`src/sv/nvrgb_pkg.sv`:
```
// Shared types and constants for the NV21 to RGBA converter.
package nvrgb_pkg;

    localparam int ADDR_W    = 19;
    localparam int MEM_DEPTH = 1 << ADDR_W;
    localparam int TERM_W    = 20;
    localparam int SUM_W     = 22;

    localparam logic [1:0] CFG_HALF_WIDTH  = 2'd0;
    localparam logic [1:0] CFG_HALF_HEIGHT = 2'd1;

    localparam logic [9:0] HW_RESET = 10'd160;
    localparam logic [8:0] HH_RESET = 9'd120;
    localparam logic [9:0] HW_MAX   = 10'd512;
    localparam logic [8:0] HH_MAX   = 9'd256;

    localparam logic [7:0] LUMA_OFS   = 8'd16;
    localparam logic [7:0] CHROMA_OFS = 8'd128;
    localparam logic [7:0] ALPHA      = 8'hff;

    localparam logic [10:0] K_Y = 11'd1192;
    localparam logic signed [TERM_W-1:0] K_RV = 20'sd1634;
    localparam logic signed [TERM_W-1:0] K_GV = 20'sd833;
    localparam logic signed [TERM_W-1:0] K_GU = 20'sd400;
    localparam logic signed [TERM_W-1:0] K_BU = 20'sd2066;
    localparam logic signed [SUM_W-1:0] CLAMP_MAX = 22'sd262143;

    typedef enum logic [1:0] {
        ST_LUMA,
        ST_CHROMA_V,
        ST_CHROMA_U,
        ST_FETCH
    } state_t;

    typedef struct packed {
        logic                     last;
        logic signed [TERM_W-1:0] rv;
        logic signed [TERM_W-1:0] gv;
        logic signed [TERM_W-1:0] bu;
    } pix_meta_t;

    typedef struct packed {
        logic              wr;
        logic              rd;
        logic [ADDR_W-1:0] addr;
        logic [7:0]        wdata;
        pix_meta_t         meta;
    } mem_req_t;

    typedef struct packed {
        logic              valid;
        logic [7:0]        luma;
        logic [ADDR_W-1:0] idx;
        pix_meta_t         meta;
    } rd_beat_t;

endpackage

```
`src/sv/nvrgb_parse.sv`:
```
// Frame byte parser, config registers and luma read sequencer.
module nvrgb_parse (
    input  logic                 clk,
    input  logic                 rst_n,
    input  logic                 cfg_valid,
    output logic                 cfg_ready,
    input  logic [1:0]           cfg_index,
    input  logic [9:0]           cfg_data,
    input  logic                 s_tvalid,
    output logic                 s_tready,
    input  logic [7:0]           s_tdata,
    input  logic                 issue_ok,
    output nvrgb_pkg::mem_req_t  req
);
    import nvrgb_pkg::*;

    state_t            state_reg, state_next;
    logic [9:0]        hw_reg, hw_next;
    logic [8:0]        hh_reg, hh_next;
    logic [9:0]        xcnt_reg, xcnt_next;
    logic [8:0]        ycnt_reg, ycnt_next;
    logic [ADDR_W-1:0] luma_addr_reg, luma_addr_next;
    logic [ADDR_W-1:0] tl_reg, tl_next;
    logic [7:0]        held_v_reg, held_v_next;
    logic [1:0]        cnt_reg, cnt_next;
    logic [ADDR_W-1:0] job_tl_reg, job_tl_next;
    pix_meta_t         job_reg, job_next;

    logic                     accept;
    logic                     cfg_hit;
    logic [10:0]              w;
    logic [9:0]               w_last;
    logic [8:0]               h_last;
    logic                     blk_row_end;
    logic                     blk_last;
    logic signed [TERM_W-1:0] v_s;
    logic signed [TERM_W-1:0] u_s;
    pix_meta_t                fresh;

    function automatic logic [9:0] eff_hw(input logic [9:0] x);
        if (x == 10'd0)
            return 10'd1;
        else if (x > HW_MAX)
            return HW_MAX;
        else
            return x;
    endfunction

    function automatic logic [8:0] eff_hh(input logic [8:0] x);
        if (x == 9'd0)
            return 9'd1;
        else if (x > HH_MAX)
            return HH_MAX;
        else
            return x;
    endfunction

    assign cfg_ready = 1'b1;
    assign s_tready  = (state_reg != ST_FETCH);
    assign accept    = s_tvalid && s_tready;
    assign cfg_hit   = cfg_valid && (cfg_index == CFG_HALF_WIDTH || cfg_index == CFG_HALF_HEIGHT);

    assign w           = {hw_reg, 1'b0};
    assign w_last      = 10'(w - 11'd1);
    assign h_last      = 9'({hh_reg, 1'b0} - 10'd1);
    assign blk_row_end = (xcnt_reg == 10'(hw_reg - 10'd1));
    assign blk_last    = blk_row_end && (ycnt_reg == 9'(hh_reg - 9'd1));

    assign v_s = $signed({12'd0, held_v_reg}) - $signed({12'd0, CHROMA_OFS});
    assign u_s = $signed({12'd0, s_tdata}) - $signed({12'd0, CHROMA_OFS});

    always_comb
    begin
        fresh.last = 1'b0;
        fresh.rv   = v_s * K_RV;
        fresh.gv   = -(v_s * K_GV) - (u_s * K_GU);
        fresh.bu   = u_s * K_BU;
    end

    always_comb
    begin
        state_next     = state_reg;
        hw_next        = hw_reg;
        hh_next        = hh_reg;
        xcnt_next      = xcnt_reg;
        ycnt_next      = ycnt_reg;
        luma_addr_next = luma_addr_reg;
        tl_next        = tl_reg;
        held_v_next    = held_v_reg;
        cnt_next       = cnt_reg;
        job_tl_next    = job_tl_reg;
        job_next       = job_reg;
        req            = '0;

        case (state_reg)
            ST_LUMA:
            begin
                if (accept)
                begin
                    req.wr         = 1'b1;
                    req.addr       = luma_addr_reg;
                    req.wdata      = s_tdata;
                    luma_addr_next = luma_addr_reg + 1'b1;
                    if (xcnt_reg == w_last)
                    begin
                        xcnt_next = '0;
                        if (ycnt_reg == h_last)
                        begin
                            ycnt_next      = '0;
                            luma_addr_next = '0;
                            state_next     = ST_CHROMA_V;
                        end
                        else
                        begin
                            ycnt_next = ycnt_reg + 1'b1;
                        end
                    end
                    else
                    begin
                        xcnt_next = xcnt_reg + 1'b1;
                    end
                end
            end
            ST_CHROMA_V:
            begin
                if (accept)
                begin
                    held_v_next = s_tdata;
                    state_next  = ST_CHROMA_U;
                end
            end
            ST_CHROMA_U:
            begin
                if (accept)
                begin
                    job_next      = fresh;
                    job_next.last = blk_last;
                    job_tl_next   = tl_reg;
                    state_next    = ST_FETCH;
                    cnt_next      = 2'd0;
                    if (issue_ok)
                    begin
                        // top-left read goes out with the U beat
                        req.rd    = 1'b1;
                        req.addr  = tl_reg;
                        req.meta  = fresh;
                        cnt_next  = 2'd1;
                    end
                    if (blk_last)
                    begin
                        xcnt_next = '0;
                        ycnt_next = '0;
                        tl_next   = '0;
                    end
                    else if (blk_row_end)
                    begin
                        xcnt_next = '0;
                        ycnt_next = ycnt_reg + 1'b1;
                        tl_next   = tl_reg + ADDR_W'(w) + ADDR_W'(2);
                    end
                    else
                    begin
                        xcnt_next = xcnt_reg + 1'b1;
                        tl_next   = tl_reg + ADDR_W'(2);
                    end
                end
            end
            ST_FETCH:
            begin
                if (issue_ok)
                begin
                    req.rd        = 1'b1;
                    req.addr      = job_tl_reg + (cnt_reg[1] ? ADDR_W'(w) : '0)
                                    + ADDR_W'(cnt_reg[0]);
                    req.meta      = job_reg;
                    req.meta.last = job_reg.last && (cnt_reg == 2'd3);
                    cnt_next      = cnt_reg + 1'b1;
                    if (cnt_reg == 2'd3)
                        state_next = job_reg.last ? ST_LUMA : ST_CHROMA_V;
                end
            end
            default:
            begin
                state_next = ST_LUMA;
            end
        endcase

        if (cfg_hit)
        begin
            if (cfg_index == CFG_HALF_WIDTH)
                hw_next = eff_hw(cfg_data);
            else
                hh_next = eff_hh(cfg_data[8:0]);
            state_next     = ST_LUMA;
            xcnt_next      = '0;
            ycnt_next      = '0;
            luma_addr_next = '0;
            tl_next        = '0;
            held_v_next    = '0;
            cnt_next       = '0;
        end
    end

    always_ff @(posedge clk or negedge rst_n)
    begin
        if (!rst_n)
        begin
            state_reg     <= ST_LUMA;
            hw_reg        <= HW_RESET;
            hh_reg        <= HH_RESET;
            xcnt_reg      <= '0;
            ycnt_reg      <= '0;
            luma_addr_reg <= '0;
            tl_reg        <= '0;
            held_v_reg    <= '0;
            cnt_reg       <= '0;
        end
        else
        begin
            state_reg     <= state_next;
            hw_reg        <= hw_next;
            hh_reg        <= hh_next;
            xcnt_reg      <= xcnt_next;
            ycnt_reg      <= ycnt_next;
            luma_addr_reg <= luma_addr_next;
            tl_reg        <= tl_next;
            held_v_reg    <= held_v_next;
            cnt_reg       <= cnt_next;
        end
    end

    always_ff @(posedge clk)
    begin
        job_tl_reg <= job_tl_next;
        job_reg    <= job_next;
    end

endmodule

```
`config.mk`:
```
export PLATFORM = sky130hd
export DESIGN_NAME = nvrgb_parse
export DESIGN_NICKNAME = d
export VERILOG_FILES = /design/src/sv/nvrgb_pkg.sv /design/src/sv/nvrgb_parse.sv
export SDC_FILE = /design/constraint.sdc
export NUM_CORES = 1
export LEC_CHECK = 0
export BUFFER_PORTS_ARGS = -buffer_cell sky130_fd_sc_hd__buf_2
export CORE_MARGIN = 10
export CORE_UTILIZATION = 34
export DETAILED_ROUTE_END_ITERATION = 8
export HOLD_SLACK_MARGIN = 0.05
export PLACE_DENSITY_LB_ADDON = 0.25
export SYNTH_ARGS = -nofsm -noshare
export SYNTH_HDL_FRONTEND = slang
export SYNTH_SLANG_ARGS = --single-unit
```
`constraint.sdc`:
```
create_clock -name clk -period 13.5 [get_ports clk]
set_clock_uncertainty 0.15 [all_clocks]
set_input_delay 2.7 -clock clk [delete_from_list [all_inputs] [get_ports clk]]
set_output_delay 2.7 -clock clk [all_outputs]
set_load 0.1 [all_outputs]
```
==> run summary, run 1 <==
Tmin final -> 12390 ps
PostCTS Resize Cnt -> 0
Cell area after layout -> 17000 sq um
Multi-input gate area -> 9850 sq um
I/O pins -> 117
Vias in the first global route -> 12.0k
Tcrit/Tclk final -> 91.8%
Die area -> 53700 sq um
CTS tree -> done
Startpoint Class -> input port
Post-place setup slack -> 1060 ps
Most frequent cells in the layout -> ha_1, inv_1, nand2_1
YS warnings -> 0
Final TNS setup -> 0 ps
Run status -> finished, final reports clean
Worst EP arrival -> 9540 ps
Worst-path clk slew -> 70 ps
IO buf count -> 113
Initial antenna violation count -> 2
Synth Cell Area -> 15300 sq um
Vias -> 12.1k
Share of cells above drive strength 1 -> 12.2%
RSZ-0062 raised after global routing -> no
Setup repair bufs after CTS -> 0
GRT Util Overall -> 15.5%
Number of max-cap violations -> 0
Die width -> 232 um
Placed wire-length estimate -> 32300 um
Hold Path Class -> reg -> reg
Post-Synthesis Cells -> 1606
Async S/R FF share, synth -> 53.4%
Sequential share of the synthesized area -> 29.3%
Die Height -> 232 um
CTS root buf -> clkbuf_16
Final worst slack -> 1110 ps
Worst Path Max Fanout -> 4
Setup violations, final -> 0
Final layout net count -> 1988
Pin count of the biggest net entering global routing -> 71
Critical Path End Type -> output pin
Total gr overflow -> 0
Max reg flops -> 58
Register bit total from synthesis -> 163
Filler instances -> 4524
Hold Vio Cnt, Final -> 0
Bufs on Longest Clock Path -> 2
Required @ worst endpoint -> 10650 ps
Via density -> 5.27
FP Rows -> 77
Area Growth Syn to Fin -> 11.1%
Routed WL -> 41400 um
Worst-Skew Late Latency -> 470 ps
Worst slew pin tran -> 983 ps
TritonCTS buffer count -> 17
Post-synth EDFFs -> 76
H-tree levels -> 4
Sequential cell area -> 4470 sq um
Worst relative slew slack -> 34.1%
Final slew viol count -> 0
Fin util -> 38.2%
Most common cell after layout, fill and taps aside -> ha_1
CP Class -> in -> out
First-pass GRT wire length -> 66300 um
Number of routed nets with antenna violations -> 0
Drt pass-1 iters -> 8
Max Clock Freq -> 80.7 MHz
Drt first-iter violations -> 858
DP Area -> 16400 sq um
DRC viols -> 0
GP Congestion -> 0.838
Sink Count -> 163
Antenna cells -> 0
Initial Utilization -> 34.4%
Post-synth top flop -> dfrtp_1
Routed len/inst -> 18.1 um
Core area -> 44300 sq um
Hold_buf cts -> 0
Unique cell type count in the Yosys netlist -> 87
Mean post-synth cell area -> 9.50 sq um
[synthesized netlist by cell type, types with 37 or more instances]
library cell / n / area share, %
clkbuf_1: 48 / 1.2
o21ai_0: 100 / 3.3
nand2_1: 124 / 3.1
a21oi_1: 57 / 1.9
fa_1: 49 / 6.4
xor2_1: 37 / 2.1
edfxtp_1: 76 / 15
dfrtp_1: 81 / 13
inv_1: 180 / 4.4
ha_1: 226 / 19
xnor2_1: 60 / 3.4
a22o_1: 60 / 3.4
nand3_1: 45 / 1.5
nor2_1: 82 / 2.0
[final timing paths]
| kind | start | end | slack, ps | cells after the start |
|---|---|---|---|---|
| worst min-delay path | luma_addr_reg[18] | luma_addr_reg[18] | 360 | 1 |
| worst max-delay path | s_tdata[1] | req[39] | 1110 | 27 |
| min in group asynchronous | rst_n | ycnt_reg[1] | 2070 | 1 |
| worst max register to register | held_v_reg[7] | job_reg[39] | 7810 | 17 |
| worst min register to register | luma_addr_reg[18] | luma_addr_reg[18] | 360 | 1 |
| max in group asynchronous | rst_n | held_v_reg[0] | 10070 | 2 |
[cell type report]
| type | instances | area share, % |
|---|---|---|
| Clock buffer | 20 | 2.69 |
| Clock inverter | 12 | 0.546 |
| Inverter | 180 | 3.99 |
| Multi-Input combinational cell | 1200 | 58.1 |
| Sequential cell | 163 | 26.4 |
| Tap cell | 592 | 4.37 |
| Timing Repair Buffer | 126 | 3.93 |
[worst max-delay path, stage by stage]
cell and delay, ps:
buf_2 150, ha_1 320, fa_1 460, ha_1 290, ha_1 160, inv_1 60
fa_1 390, nor2b_1 110, o21ai_0 110, a21boi_0 240, nor2_1 80, ha_1 300
fa_1 510, fa_1 550, inv_1 60, fa_1 520, inv_1 50, fa_1 530
inv_1 40, ha_1 220, a2111oi_0 300, o31a_1 230, o2bb2ai_1 170, o21ai_0 180
xnor2_1 220, a22o_1 160, buf_2 430
[through the flow]
step                      cells  hold WS (ps)
after floorplan            1607           302
after global placement     2261           340
after detailed placement   2261           336
after CTS                  2293           360
after global routing       2293           400
final                      2293           359
[layer usage]
layer | vias up | global-route usage, % | routed length [um]
li1 | 5881 | - | -
met1 | 5899 | 19.4 | 18500
met2 | 281 | 26.7 | 20300
met3 | 27 | 3.14 | 2070
met4 | 2 | 3.57 | 527
met5 | - | 0 | 10
[cells by family after synthesis]
kind of cell             after synthesis  synth area share (%)
AND/OR/NAND/NOR                      422                  14.0
AO/OA/AOI/OAI                        380                  17.4
adder cells (fa/ha/maj)              276                  25.0
buffers and inverters                244                  6.21
flip-flops                           163                  29.3
XOR/XNOR                             108                  7.20
multiplexers                          11                 0.755
other                                  2                0.0492
Power of run 1 is not shown: default switching activity piles up to over one toggle a cycle in this logic, so the estimate is an artifact.
==> run 2, diff against run 1 <==
--- a/config.mk
+++ b/config.mk
@@ -5,9 +5,11 @@
 export SDC_FILE = /design/constraint.sdc
 export NUM_CORES = 1
 export LEC_CHECK = 0
+export ABC_AREA = 1
 export BUFFER_PORTS_ARGS = -buffer_cell sky130_fd_sc_hd__buf_2
+export CAP_MARGIN = 20
 export CORE_MARGIN = 10
-export CORE_UTILIZATION = 34
+export CORE_UTILIZATION = 60
 export DETAILED_ROUTE_END_ITERATION = 8
 export HOLD_SLACK_MARGIN = 0.05
 export PLACE_DENSITY_LB_ADDON = 0.25
==> run 2 against run 1 <==
Net effect:
- via count rose by 19%
- synthesized area rose by 7.1%
- global-route usage rose by 10 points
- sequential share of layout area fell by 1.3 points
- critical path depth rose by 2
- critical endpoint unchanged
==> run summary, run 2 <==
Most Crowded Layer GR -> met2
Pin count of the biggest net entering global routing -> 69 (-2.8%)
Die width -> 185 um (-20%)
Synth Cell Area -> 16300 sq um (+7.1%)
YS warnings -> 0 (unchanged)
Max Clock Freq -> 81.6 MHz (+1.1%)
Tcrit/Tclk final -> 90.7% (-1.0 points)
First-pass GRT wire length -> 70700 um (+6.7%)
Post-synth top cells -> nand2_1, inv_1, ha_1, nor2_1, nand3_1
Worst relative slew slack -> 28.1% (-6.0 points)
Final slew viol count -> 0 (unchanged)
Setup repair bufs after CTS -> 0 (unchanged)
Post-Synthesis Cells -> 2131 (+33%)
Startpoint Class -> input port
CP Class -> in -> out
Hold Path Class -> reg -> reg
Routed len/inst -> 17.0 um (-6.1%)
Top cell type by total area after synthesis -> ha_1
Max reg flops -> 58 (unchanged)
CP startpoint -> s_tdata[1]
Top cells by area, synth -> ha_1, edfxtp_1, dfrtp_1
Reg-to-Reg Start -> held_v_reg[7]
GR Layer Usage met2 -> 43.4% (+17 points)
Post-synth top flop -> dfrtp_1
Worst-path clk slew -> 70 ps (about the same)
PostCTS Resize Cnt -> 0 (unchanged)
Die Height -> 185 um (-20%)
IO buf count -> 113 (unchanged)
Vias in the first global route -> 14.0k (+16%)
Most numerous cell in the Yosys netlist -> nand2_1
Setup violations, final -> 0 (unchanged)
Async S/R FF share, synth -> 53.4% (unchanged)
DRC viols -> 0 (unchanged)
Tmin final -> 12250 ps (-135 ps)
Non-Filler Instances -> 2580 (+13%)
CTS tree -> done
Met3 Resource Use GR -> 2.76% (-0.38 points)
Via density -> 5.56 (+5.5%)
TritonCTS buffer count -> 17 (unchanged)
GRT Util Overall -> 25.7% (+10 points)
Met1 usage -> 33.6% (+14 points)
Total gr overflow -> 0 (unchanged)
Worst slew pin tran -> 1070 ps (+89.3 ps)
Required @ worst endpoint -> 10650 ps (about the same)
CP Buf/Inv Count -> 7 (+1)
Number of max-cap violations -> 0 (unchanged)
Most frequent cells in the layout -> nand2_1, inv_1, ha_1
Unique cell type count in the Yosys netlist -> 57 (-34%)
GP Congestion -> 0.962 (+15%)
Filler instances -> 2355 (-48%)
Hold_buf cts -> 0 (unchanged)
Core area -> 26900 sq um (-39%)
CTS root buf -> clkbuf_16
Number of routed nets with antenna violations -> 0 (unchanged)
Register bit total from synthesis -> 163 (unchanged)
RSZ-0062 raised after global routing -> no
Mean post-synth cell area -> 7.66 sq um (-19%)
Hold Path Origin -> luma_addr_reg[9]
I/O pins -> 117 (unchanged)
Worst EP arrival -> 9400 ps (-140 ps)
FP Rows -> 60 (-22%)
Final layout net count -> 2526 (+27%)
Fin util -> 66.2% (+28 points)
Sequential cell area -> 4470 sq um (unchanged)
CP top delay family -> adder cells
Sequential share of the synthesized area -> 27.4% (-1.9 points)
Drt first-iter violations -> 1167 (+36%)
Cell mode on critical path -> fa_1
Critical path's largest stage delay -> 540 ps (about the same)
Antenna cells -> 0 (unchanged)
Sink Count -> 163 (unchanged)
Area Growth Syn to Fin -> 8.96%
Worst Path Max Fanout -> 7 (+3)
Run status -> finished, final reports clean
Hold Vio Cnt, Final -> 0 (unchanged)
Placed wire-length estimate -> 33700 um (+4.4%)
H-tree levels -> 4 (unchanged)
Worst path slowest cell -> fa_1
Critical Path End Type -> output pin
Initial Utilization -> 60.8% (+26 points)
Worst-Skew Late Latency -> 440 ps (-30 ps)
Die area -> 34200 sq um (-36%)
Top-area cell type share of the netlist area -> 17.3% (-1.2 points)
Vias -> 14.3k (+19%)
Initial antenna violation count -> 0 (-2)
Post-Place Cells -> 2548 (+13%)
Most common cell after layout, fill and taps aside -> nand2_1
Bufs on Longest Clock Path -> 2 (unchanged)
Routed WL -> 43700 um (+5.7%)
Hold slack final -> 364 ps (+5.71 ps)
Multi-input gate area -> 10300 sq um (+4.4%)
Final TNS setup -> 0 ps (unchanged)
Share of cells above drive strength 1 -> 9.42% (-2.8 points)
Post-synth EDFFs -> 76 (unchanged)
Drt pass-1 iters -> 8 (unchanged)
run 2: cell count changes in the layout (fill, tap and decap cells not counted), sizes merged, moves of 17 or more:
cell and delta:
nand4 +17, nand2b -19, a22o -31, nor2 +63, nand3 +87, xor2 +32, nand2 +424, xnor2 -26
inv +184, o22ai +22, and3 -20
run 2: per-stage QoR:
| stage | instance area, sq um | setup slack, ps |
|---|---|---|
| floorplan | 16300 | 660 |
| global placement | 17200 | 1320 |
| detailed placement | 17200 | 1270 |
| CTS | 17800 | 1270 |
| global route | 17800 | 931 |
| finish | 17800 | 1250 |
run 2: worst paths after layout:
kind / to / slack (ps) / cells after the start
setup reg to reg: job_reg[39] / 8070 / 17
max in group asynchronous: hw_reg[4] / 10020 / 2
setup / recovery: req[39] / 1250 / 29
hold / removal: luma_addr_reg[9] / 360 / 2
hold reg to reg: luma_addr_reg[9] / 360 / 2
min in group asynchronous: luma_addr_reg[15] / 1980 / 1
run 2: area by class of cell:
cell class              count  area share (%)
multi-input cells        1556            57.8
flip-flops and latches    163            25.1
inverters                 367            7.74
repair buffers            121            3.53
clock buffers              20            2.75
well taps                 341            2.40
clock inverters            12           0.696
run 2: layer usage:
layer | vias to the layer above | wire [um]
met1 | 6758 | 19800
li1 | 7112 | -
met3 | 70 | 2210
met5 | - | 0
met2 | 409 | 20600
met4 | 0 | 1150
run 2: logic make-up (layout without fill, tap and decap cells):
group           Yosys count  count (layout)  share of synthesized area [%]
buf+inv                 413             520                           9.80
flops                   163             163                           27.4
xor+xnor                103             103                           5.52
compound gates          254             254                           9.27
simple gates            921             921                           24.7
other cells               2               3                         0.0460
fa+ha+maj               275             275                           23.3
run 2: tightest hold or removal path, delay by kind of cell (launching register included):
family	cells	cell delay (ps)
simple gates	2	110
flops	1	370
Power of run 2 is left out for the same reason.
