$ cat config.mk
export PLATFORM = sky130hd
export DESIGN_NAME = nvrgb_pixel
export DESIGN_NICKNAME = d
export VERILOG_FILES = /design/src/sv/nvrgb_pkg.sv /design/src/sv/nvrgb_pixel.sv
export SDC_FILE = /design/constraint.sdc
export NUM_CORES = 1
export LEC_CHECK = 0
export BUFFER_PORTS_ARGS = -buffer_cell sky130_fd_sc_hd__buf_4
export CORE_MARGIN = 4
export CORE_UTILIZATION = 47
export DETAILED_ROUTE_END_ITERATION = 6
export PLACE_DENSITY = 0.76
export SYNTH_ARGS = -nofsm -noshare
export SYNTH_HDL_FRONTEND = slang
export SYNTH_SLANG_ARGS = --single-unit
$ cat constraint.sdc
create_clock -name clk -period 2 [get_ports clk]
set_clock_uncertainty 0.1 [all_clocks]
set_input_delay 0.4 -clock clk [delete_from_list [all_inputs] [get_ports clk]]
set_output_delay 0.4 -clock clk [all_outputs]
set_load 0.1 [all_outputs]
$ cat src/sv/nvrgb_pkg.sv
// Shared types and constants for the NV21 to RGBA converter.
package nvrgb_pkg;

    localparam int ADDR_W    = 19;
    localparam int MEM_DEPTH = 1 << ADDR_W;
    localparam int TERM_W    = 20;
    localparam int SUM_W     = 22;

    localparam logic [1:0] CFG_HALF_WIDTH  = 2'd0;
    localparam logic [1:0] CFG_HALF_HEIGHT = 2'd1;

    localparam logic [9:0] HW_RESET = 10'd160;
    localparam logic [8:0] HH_RESET = 9'd120;
    localparam logic [9:0] HW_MAX   = 10'd512;
    localparam logic [8:0] HH_MAX   = 9'd256;

    localparam logic [7:0] LUMA_OFS   = 8'd16;
    localparam logic [7:0] CHROMA_OFS = 8'd128;
    localparam logic [7:0] ALPHA      = 8'hff;

    localparam logic [10:0] K_Y = 11'd1192;
    localparam logic signed [TERM_W-1:0] K_RV = 20'sd1634;
    localparam logic signed [TERM_W-1:0] K_GV = 20'sd833;
    localparam logic signed [TERM_W-1:0] K_GU = 20'sd400;
    localparam logic signed [TERM_W-1:0] K_BU = 20'sd2066;
    localparam logic signed [SUM_W-1:0] CLAMP_MAX = 22'sd262143;

    typedef enum logic [1:0] {
        ST_LUMA,
        ST_CHROMA_V,
        ST_CHROMA_U,
        ST_FETCH
    } state_t;

    typedef struct packed {
        logic                     last;
        logic signed [TERM_W-1:0] rv;
        logic signed [TERM_W-1:0] gv;
        logic signed [TERM_W-1:0] bu;
    } pix_meta_t;

    typedef struct packed {
        logic              wr;
        logic              rd;
        logic [ADDR_W-1:0] addr;
        logic [7:0]        wdata;
        pix_meta_t         meta;
    } mem_req_t;

    typedef struct packed {
        logic              valid;
        logic [7:0]        luma;
        logic [ADDR_W-1:0] idx;
        pix_meta_t         meta;
    } rd_beat_t;

endpackage

$ cat src/sv/nvrgb_pixel.sv
// Color math and output register for one pixel per beat.
module nvrgb_pixel (
    input  logic                 clk,
    input  logic                 rst_n,
    input  nvrgb_pkg::rd_beat_t  rd,
    output logic                 take,
    output logic                 m_tvalid,
    input  logic                 m_tready,
    output logic [55:0]          m_tdata,
    output logic                 m_tlast
);
    import nvrgb_pkg::*;

    logic                    out_valid_reg, out_valid_next;
    logic [55:0]             out_data_reg;
    logic                    out_last_reg;
    logic [7:0]              y;
    logic [18:0]             ys;
    logic signed [SUM_W-1:0] ys_s;
    logic [7:0]              r, g, b;
    logic [31:0]             word;

    function automatic logic [7:0] clamp_chan(input logic signed [SUM_W-1:0] s);
        if (s < 0)
            return 8'd0;
        else if (s > CLAMP_MAX)
            return 8'hff;
        else
            return s[17:10];
    endfunction

    assign take = !out_valid_reg || m_tready;

    assign y    = (rd.luma < LUMA_OFS) ? 8'd0 : rd.luma - LUMA_OFS;
    assign ys   = 19'(y * K_Y);
    assign ys_s = $signed({3'd0, ys});
    assign r    = clamp_chan(ys_s + SUM_W'(rd.meta.rv));
    assign g    = clamp_chan(ys_s + SUM_W'(rd.meta.gv));
    assign b    = clamp_chan(ys_s + SUM_W'(rd.meta.bu));
    assign word = {ALPHA, b, g, r};

    assign out_valid_next = take ? rd.valid : out_valid_reg;

    always_ff @(posedge clk or negedge rst_n)
    begin
        if (!rst_n)
            out_valid_reg <= 1'b0;
        else
            out_valid_reg <= out_valid_next;
    end

    always_ff @(posedge clk)
    begin
        if (take && rd.valid)
        begin
            out_data_reg <= {5'd0, word, rd.idx};
            out_last_reg <= rd.meta.last;
        end
    end

    assign m_tvalid = out_valid_reg;
    assign m_tdata  = out_data_reg;
    assign m_tlast  = out_last_reg;

endmodule

==> results.py, run 1 <==
metrics = {
    "timing": {
        "rsz0062_at_grt": "true",
        "tightest_slew_ns": 0.559,
        "period_needed_ns": 5.57,
        "drv_slew": 0,
        "fmax_ghz": 0.180,
        "hold_viol_final": 0,
        "setup_viol": 24,
        "setup_slack_ns": -3.57,
        "max_slew_margin_pct": 62.7,
        "period_share_pct": 279,
    },
    "logic_synthesis": {
        "yosysUniqueCellTypes": 56,
        "netlist.area_leader.share_pct": 28.3,
        "ys_top_cells_by_area": "edfxtp_1 (28%), ha_1 (22%), fa_1 (4.3%)",
        "ys_async_sr_fraction_pct": 2.22,
        "ys_ff_latch": 45,
        "ys_warn_count": 0,
        "postSynthAreaPerCell_sq_um": 9.91,
        "yosysSeqAreaShare_pct": 28.8,
        "synth_top_cell_by_area": "edfxtp_1",
        "synth_top_flop_cell": "edfxtp_1",
        "syn_inst": 471,
        "synth_edf_count": 44,
        "synth.cell_area_sq_mm": 0.00467,
    },
    "route": {
        "via_per_inst": 5.39,
        "wl_per_cell_microns": 16.6,
        "drt_wl_total_microns": 14600,
        "drt-initial-drc-count": 162,
        "drt_pre_antenna_iters": 5,
        "drtAntennaViolNets": 0,
        "vias": 4730,
        "drc_errors": 0,
    },
    "clock_network": {
        "numCtsBuffers": 5,
        "root_buffer": "clkbuf_8",
        "clock-sinks": 45,
        "clock_latency_ns": 0.31,
        "cts_tree": "built",
        "htreeDepth": 2,
        "cts.clk_slew.worst_paths_ns": 0.09,
        "cts_buffer_depth": 2,
    },
    "setup_path": {
        "worstPathRequired_ns": 2.05,
        "worst-path-max-fanout": 8,
        "cp.arrival_ns": 5.62,
        "start_kind": "input port",
        "r2r_end": "m_tdata[12]$_DFFE_PP_",
        "reg2regPathDepth": 2,
        "r2r_start": "m_tvalid$_DFFE_PN0N_",
        "critical_path_class": "input port to register",
        "critPathCaptureType": "register",
        "rrSetupSlack_ns": 0.49,
    },
    "global_routing": {
        "grt_use_total_pct": 23.8,
        "grt_max_degree": 45,
        "grt_pass1_wl_microns": 22300,
        "grt_overflow_total": 0,
        "antenna_found_initial": 0,
        "grt_pass1_vias": 4856,
    },
    "floorplanning": {
        "num_rows": 36,
        "dieHeight_microns": 108,
        "die_width_microns": 108,
        "die_area_sq_mm": 0.0116,
        "start_util_pct": 48.0,
        "pin_count": 151,
        "coreArea_sq_mm": 0.00973,
    },
    "placed_design": {
        "place_area_sq_mm": 0.00669,
        "hpwlAfterDp_microns": 10800,
        "dp_slack_ns": -4.15,
        "portBuffers": 128,
        "gp_congestion": 0.853,
    },
    "pwr": {
        "vdd_ir_drop_max_uv": 781,
        "pwr_density_cell_mw_per_mm2": 1650,
        "p_leak_uw": 0.00353,
    },
    "final_layout": {
        "stdcell_area_sq_mm": 0.00765,
        "nNetsFinal": 927,
        "antenna_cells": 0,
        "final_cell_mix": "buf_4 (259), ha_1 (59), edfxtp_1 (44)",
        "syn2layout_area_growth_pct": 63.9,
        "final_common_cell": "buf_4",
        "layout-drive-gt1-share_pct": 50.8,
        "fill_cells": 621,
    },
    "hold_path": {
        "min_from": "rd[67]",
        "whs_endpoint": "m_tdata[6]$_DFFE_PP_",
        "hold_path.class": "input port to register",
        "hold_path_depth": 1,
    },
    "outcome": {
        "outcome": "finished with violations",
        "violations": "negative setup slack",
    },
    "run": {
        "cap_violations": 0,
    },
}
==> cell usage after synthesis, types with 2 or more instances <==
library cell / n
a211oi_1: 7
o21a_1: 18
a21oi_2: 3
nand2_1: 25
a21oi_1: 28
and3_1: 3
conb_1: 2
o21ai_1: 15
edfxtp_1: 44
a211o_1: 4
nor2_1: 29
inv_1: 29
a21boi_1: 2
a31oi_1: 6
o31a_1: 8
and2_1: 3
xor2_1: 15
o21ai_0: 19
a21o_1: 13
xnor2_1: 19
nand2b_1: 7
mux2i_1: 4
fa_1: 10
nor3_1: 5
o21bai_1: 2
nand3_1: 9
nor2b_1: 12
o211ai_1: 6
nor4_1: 3
buf_4: 13
ha_1: 82
clkbuf_1: 2
==> metal layers <==
layer  routed length (microns)  track usage, %  vias up
met5                         0               0        -
met3                       896            3.24       52
met4                       547            8.03        0
li1                          -               -     2270
met1                      5670            27.5     2214
met2                      7480            44.7      194
==> stage by stage <==
stage          hold WS (ns)  TNS, ns  utilization, %  cells  total power (uW)
6_report              0.164   -84.10            78.6    877             12600
5_1_grt               0.150   -88.10            78.6    877             13400
4_1_cts               0.167   -78.96            74.8    862             11700
3_5_place_dp         0.0766   -97.22            68.8    837             10100
3_3_place_gp         0.0781   -92.70            68.8    837              9790
2_1_floorplan       0.00441   -85.50               -    482              7140
==> cell type report <==
type / count / area (sq um) / area share, %
Tap cell: 133 / 166 / 2.18
Timing Repair Buffer: 269 / 2070 / 27.0
Multi-Input combinational cell: 392 / 3800 / 49.8
Clock inverter: 3 / 68.8 / 0.900
Clock buffer: 5 / 68.8 / 0.900
Inverter: 30 / 123 / 1.60
Sequential cell: 45 / 1350 / 17.6
==> cell families after synthesis <==
group / after synthesis / synth area share [%]
AO/OA/AOI/OAI: 143 / 21.3
AND/OR/NAND/NOR: 105 / 11.3
adder cells (fa/ha/maj): 92 / 26.3
flip-flops: 45 / 28.8
buffers and inverters: 45 / 4.66
XOR/XNOR: 34 / 6.38
multiplexers: 5 / 1.10
other: 2 / 0.161
==> sequential cells by signal, indices dropped and copies added, names as in the netlist <==
register / flops
m_tdata: 43
m_tlast: 1
m_tvalid: 1
==> worst max-delay path, cell delays in order <==
cell and delay [ns]:
buf_8 0.09, inv_8 0.03, ha_4 0.15, nor3b_4 0.15, buf_6 0.13, buf_4 0.14
nor2b_4 0.19, ha_4 0.23, ha_4 0.15, inv_1 0.08, fa_1 0.43, fa_1 0.51
inv_2 0.04, ha_4 0.27, a21boi_4 0.18, o21ai_2 0.09, a21oi_2 0.18, nor2_2 0.06
xnor2_2 0.25, buf_4 0.19, ha_4 0.21, a21o_1 0.19, a21o_1 0.25, a211oi_2 0.16
nand4b_1 0.15, mux2i_1 0.15, or3_4 0.45, o21ai_1 0.09
==> how the worst max path moves through the flow <==
stage,to,start,slack [ns]
after floorplan,m_tdata[31]$_SDFFCE_PN0P_,rd[84],-3.63
after global placement,m_tdata[37]$_SDFFCE_PN0P_,rd[85],-3.95
after detailed placement,m_tdata[41]$_SDFFCE_PN0P_,rd[85],-4.15
after CTS,m_tdata[25]$_SDFFCE_PN0P_,rd[84],-3.31
after global routing,m_tdata[31]$_SDFFCE_PN0P_,rd[84],-3.75
final,m_tdata[31]$_SDFFCE_PN0P_,rd[84],-3.57
==> power by group <==
group          internal, uW  switching [uW]  total [uW]
Clock                   503             331         834
Sequential             1330            48.3        1380
Combinational          4740            5640       10400
Total                  6570            6020       12600
==> what timing repair did <==
action                                 CTS  global route
endpoints found under the hold margin    1             0
pin swaps                               71            43
buffers inserted                        17            15
resized for setup                       63            36
hold buffers                             1             0
setup endpoints to repair               24            24
(Power assumes the default switching activity.)
==> run 2, diff against run 1 <==
Settings changed: CORE_UTILIZATION 47 to 53, PLACE_DENSITY 0.76 to 0.81.
Clock period 2 ns to 6.2 ns, I/O delays scaled along.
==> results.py, run 2 (synthesized netlist as in run 1, its figures left out) <==
metrics = {
    "hold_path": {
        "hold_path.class": "register to register",
    },
    "setup_path": {
        "critical_path_class": "input port to register",
        "endpoint": "m_tdata[41]$_SDFFCE_PN0P_",
        "cpMaxStageDelayCell": "fa_1",
        "cp_slowest_stage_delay_ns": 0.59,
        "rrSetupSlack_ns": 4.36,
        "critPathCaptureType": "register",
        "cp.arrival_ns": 6.38,
        "worst-path-max-fanout": 8,
        "r2r_start": "m_tvalid$_DFFE_PN0N_",
        "worst_path_most_repeated_cell": "ha_4",
        "r2r_end": "m_tdata[25]$_SDFFCE_PN0P_",
        "startpoint": "rd[84]",
        "reg2regPathDepth": 2,
        "start_kind": "input port",
        "worstPathRequired_ns": 6.18,
    },
    "route": {
        "wl_per_cell_microns": 19.8,
        "drt_wl_total_microns": 16400,
        "vias": 4920,
        "drt_pre_antenna_iters": 7,
        "drtAntennaViolNets": 0,
        "drt-initial-drc-count": 302,
        "via_per_inst": 5.94,
        "drc_errors": 0,
    },
    "pwr": {
        "internal_power_uw": 2030,
        "clkPwrFrac_pct": 4.8,
        "seqPwrFrac_pct": 11.0,
        "pwr-share-comb_pct": 84.3,
        "p_switching_uw": 2040,
        "swShare_pct": 50.2,
        "vdd_ir_drop_max_uv": 390,
        "p_leak_uw": 0.00340,
        "power_uw": 4070,
        "pwr_density_cell_mw_per_mm2": 549,
    },
    "floorplanning": {
        "die_width_microns": 102,
        "coreArea_sq_mm": 0.00838,
        "die_area_sq_mm": 0.0104,
        "pin_count": 151,
        "dieHeight_microns": 102,
        "num_rows": 33,
        "start_util_pct": 55.7,
    },
    "global_routing": {
        "grt_pass1_wl_microns": 21300,
        "use_met3_pct": 3.55,
        "busiest_layer": "met2",
        "grt_overflow_total": 0,
        "grt_max_degree": 45,
        "grtUsageMet2_pct": 47.3,
        "grt_use_total_pct": 25.6,
        "met1_usage_pct": 30.6,
        "grt_pass1_vias": 4672,
        "antenna_found_initial": 0,
    },
    "clock_network": {
        "hold_buffers": 0,
        "clock-sinks": 45,
        "cts_tree": "built",
        "htreeDepth": 2,
        "cts.clk_slew.worst_paths_ns": 0.10,
        "numCtsBuffers": 5,
        "cts_buffer_depth": 2,
        "clock_latency_ns": 0.31,
        "root_buffer": "clkbuf_8",
    },
    "placed_design": {
        "hpwlAfterDp_microns": 10600,
        "gp_congestion": 0.965,
        "portBuffers": 128,
    },
    "timing": {
        "drv_slew": 0,
        "whs_ns": 0.495,
        "max_slew_margin_pct": 34.9,
        "totalNegativeSetupSlack_ns": -3.74,
        "setup_viol": 24,
        "period_share_pct": 103,
        "fmax_ghz": 0.156,
        "rsz0062_at_grt": "true",
        "period_needed_ns": 6.40,
        "hold_viol_final": 0,
        "tightest_slew_ns": 0.977,
        "setup_slack_ns": -0.200,
    },
    "final_layout": {
        "final_cell_mix": "buf_4 (238), ha_1 (59), edfxtp_1 (44), nor2_1 (25), ha_4 (23)",
        "antenna_cells": 0,
        "final_common_cell": "buf_4",
        "nNetsFinal": 906,
        "layout-drive-gt1-share_pct": 49.5,
        "fill_cells": 380,
        "syn2layout_area_growth_pct": 58.7,
        "largest_reg_flops": 43,
    },
    "outcome": {
        "outcome": "finished with violations",
        "violations": "negative setup slack",
    },
    "run": {
        "cap_violations": 0,
    },
}
-- run 2: cell types whose count changed in the layout (fill, tap and decap cells not counted), moves of 2 or more --
cell       before  now
nor2_1         23   25
buf_4         259  238
bufinv_16       2    0
nor2b_1         7    9
-- run 2: worst min path at each step --
stage	start	to	slack, ns	cells after the start
final	m_tvalid$_DFFE_PN0N_	m_tvalid$_DFFE_PN0N_	0.49	2
after global routing	m_tvalid$_DFFE_PN0N_	m_tvalid$_DFFE_PN0N_	0.54	2
after global placement	m_tvalid$_DFFE_PN0N_	m_tvalid$_DFFE_PN0N_	0.41	2
after detailed placement	m_tvalid$_DFFE_PN0N_	m_tvalid$_DFFE_PN0N_	0.46	2
after CTS	m_tvalid$_DFFE_PN0N_	m_tvalid$_DFFE_PN0N_	0.49	2
after floorplan	rst_n	m_tvalid$_DFFE_PN0N_	0.84	0
-- run 2: power groups by stage --
stage	clock network (uW)	logic, uW	registers, uW
2_1_floorplan	0	1450	854
3_3_place_gp	0	2660	451
3_5_place_dp	0	2750	455
4_1_cts	193	3010	447
5_1_grt	208	3600	452
6_report	194	3430	446
-- run 2: critical path, delay by kind of cell --
kind                       cells  cell delay (ns)
adders and majority gates      6             1.71
AOI/OAI and AO/OA              9             1.68
buffers and inverters          7             0.87
and+or+nand+nor                5             0.64
xor gates and xnor gates       2             0.22
-- run 2: final cells by class --
class | count | area (sq um) | share of cell area, %
clock buffers | 5 | 68.8 | 0.929
clock inverters | 3 | 25.0 | 0.338
inverters | 30 | 128 | 1.72
multi-input cells | 392 | 3810 | 51.4
flip-flops and latches | 45 | 1350 | 18.2
well taps | 105 | 131 | 1.77
repair buffers | 248 | 1900 | 25.7
-- run 2: per-stage QoR --
step | instance area, sq um | cells | setup WS (ns) | util (%)
4_1_cts | 7000 | 822 | -0.114 | 83.5
3_3_place_gp | 6560 | 798 | -0.577 | 78.3
5_1_grt | 7410 | 828 | -0.359 | 88.4
6_report | 7410 | 828 | -0.200 | 88.4
3_5_place_dp | 6560 | 798 | -0.724 | 78.3
2_1_floorplan | 4860 | 482 | -0.274 | -
-- run 2: routing by layer --
| layer | wire length (microns) | share of wire [%] |
|---|---|---|
| met1 | 5770 | 35 |
| met2 | 8330 | 51 |
| met3 | 1420 | 8.7 |
| met4 | 830 | 5.1 |
| met5 | 0 | 0 |
-- run 2: what timing repair did --
action,CTS,global route
buffers inserted,15,8
pin swaps,44,39
gates resized for setup,42,61
setup endpoints to repair,24,24
cloned,1,0
==> run 3, diff against run 2 <==
Settings changed: RECOVER_POWER from default to 25.
==> results.py, run 3 (synthesized netlist as in run 1, its figures left out) <==
metrics = {
    "final_layout": {
        "final_common_cell": "buf_4",
        "nNetsFinal": 906,
        "finish.utilization_pct": 88.1,
        "layout-drive-gt1-share_pct": 48.7,
        "fill_cells": 390,
        "antenna_cells": 0,
        "fin_cells": 828,
        "multi_input_area_sq_mm": 0.00381,
        "stdcell_area_sq_mm": 0.00739,
        "final_cell_mix": "buf_4 (210), ha_1 (59), edfxtp_1 (44), nor2_1 (25), ha_4 (23)",
        "seqCellArea_sq_mm": 0.00135,
        "syn2layout_area_growth_pct": 58.3,
        "largest_reg_flops": 43,
    },
    "global_routing": {
        "grt_overflow_total": 0,
        "antenna_found_initial": 0,
        "grt_pass1_wl_microns": 21300,
        "grt_max_degree": 45,
        "grt_use_total_pct": 25.6,
        "grt_pass1_vias": 4672,
    },
    "setup_path": {
        "rrSetupSlack_ns": 4.35,
        "critical_path_class": "input port to register",
        "r2r_start": "m_tvalid$_DFFE_PN0N_",
        "critPathCaptureType": "register",
        "worst-path-max-fanout": 8,
        "worst_path_most_repeated_cell": "ha_4",
        "r2r_end": "m_tdata[25]$_SDFFCE_PN0P_",
        "cp_slowest_stage_delay_ns": 0.59,
        "endpoint": "m_tdata[41]$_SDFFCE_PN0P_",
        "start_kind": "input port",
        "worstPathRequired_ns": 6.18,
        "reg2regPathDepth": 2,
        "startpoint": "rd[84]",
        "cp.arrival_ns": 6.38,
        "cpMaxStageDelayCell": "fa_1",
    },
    "outcome": {
        "violations": "negative setup slack",
        "outcome": "finished with violations",
    },
    "route": {
        "drt_wl_total_microns": 16400,
        "drc_errors": 0,
        "wl_per_cell_microns": 19.8,
        "drt_pre_antenna_iters": 6,
        "drtAntennaViolNets": 0,
        "drt-initial-drc-count": 302,
        "vias": 4974,
        "via_per_inst": 6.01,
    },
    "clock_network": {
        "cts_tree": "built",
        "clock_latency_ns": 0.31,
        "numCtsBuffers": 5,
        "cts.clk_slew.worst_paths_ns": 0.10,
        "cts_buffer_depth": 2,
        "clock-sinks": 45,
        "hold_buffers": 0,
        "htreeDepth": 2,
        "root_buffer": "clkbuf_8",
    },
    "floorplanning": {
        "coreArea_sq_mm": 0.00838,
        "die_width_microns": 102,
        "dieHeight_microns": 102,
        "start_util_pct": 55.7,
        "pin_count": 151,
        "die_area_sq_mm": 0.0104,
        "num_rows": 33,
    },
    "timing": {
        "setup_slack_ns": -0.203,
        "hold_viol_final": 0,
        "drv_slew": 0,
        "setup_viol": 24,
        "period_share_pct": 103,
        "rsz0062_at_grt": "true",
        "whs_ns": 0.508,
        "tightest_slew_ns": 1.19,
        "period_needed_ns": 6.40,
        "fmax_ghz": 0.156,
        "max_slew_margin_pct": 20.8,
    },
    "pwr": {
        "clkPwrFrac_pct": 4.8,
        "vdd_ir_drop_max_uv": 391,
        "power_uw": 4070,
        "internal_power_uw": 2020,
        "pwr-share-comb_pct": 84.3,
        "swShare_pct": 50.3,
        "pwr_density_cell_mw_per_mm2": 551,
        "p_leak_uw": 0.00337,
        "p_switching_uw": 2050,
        "seqPwrFrac_pct": 11.0,
    },
    "placed_design": {
        "place_area_sq_mm": 0.00656,
        "hpwlAfterDp_microns": 10600,
        "gp_congestion": 0.965,
        "portBuffers": 128,
        "place_inst": 798,
    },
    "hold_path": {
        "hold_path.class": "register to register",
    },
    "run": {
        "cap_violations": 0,
    },
}
run 3: changes by cell type in the layout (fill, tap and decap cells not counted), sizes merged:
cell and delta:
buf -28, clkbuf +28
run 3: critical path: cells and delay by family:
kind	cells	cell delay, ns
AOI/OAI and AO/OA	9	1.68
xor gates and xnor gates	2	0.22
adders and majority gates	6	1.71
buffers and inverters	7	0.87
and+or+nand+nor	5	0.64
run 3: through the flow:
step | setup slack (ns) | setup TNS, ns
2_1_floorplan | -0.274 | -4.86
3_3_place_gp | -0.577 | -11.59
3_5_place_dp | -0.724 | -14.59
4_1_cts | -0.114 | -0.849
5_1_grt | -0.359 | -7.62
6_report | -0.203 | -3.86
run 3: worst min-delay path by stage:
stage / startpoint / end / slack, ns / depth (start not counted)
floorplan: rst_n / m_tvalid$_DFFE_PN0N_ / 0.84 / 0
global placement: m_tvalid$_DFFE_PN0N_ / m_tvalid$_DFFE_PN0N_ / 0.41 / 2
detailed placement: m_tvalid$_DFFE_PN0N_ / m_tvalid$_DFFE_PN0N_ / 0.46 / 2
CTS: m_tvalid$_DFFE_PN0N_ / m_tvalid$_DFFE_PN0N_ / 0.49 / 2
global route: m_tvalid$_DFFE_PN0N_ / m_tvalid$_DFFE_PN0N_ / 0.54 / 2
finish: m_tvalid$_DFFE_PN0N_ / m_tvalid$_DFFE_PN0N_ / 0.51 / 2
run 3: power by group through the flow:
stage / Clock (uW) / Combinational [uW] / Sequential (uW)
global route: 208 / 3590 / 452
CTS: 193 / 3010 / 447
floorplan: 0 / 1450 / 854
detailed placement: 0 / 2750 / 455
finish: 195 / 3430 / 446
global placement: 0 / 2660 / 451
run 3: final cells by class:
class                      count  share of cell area [%]
multi-input combinational    392                    51.6
timing repair buffer         248                    25.4
sequential                    45                    18.2
tap                          105                    1.78
inverter                      30                    1.73
clock buffer                   5                   0.932
clock inverter                 3                   0.339
run 3: repair_timing:
item                                   in CTS  in global routing
pin swaps                                  44                 39
setup endpoints to repair                  24                 24
endpoints found under the hold margin       0                  0
setup buffers                              15                  8
cloned                                      1                  0
gates resized for setup                    42                 61
run 3: metal layers:
layer / wire, microns / vias to the layer above / global-route usage, %
met2: 8350 / 318 / 47.3
li1: - / 2229 / -
met5: 0 / - / 0
met1: 5780 / 2337 / 30.6
met3: 1440 / 90 / 3.55
met4: 864 / 0 / 8.17
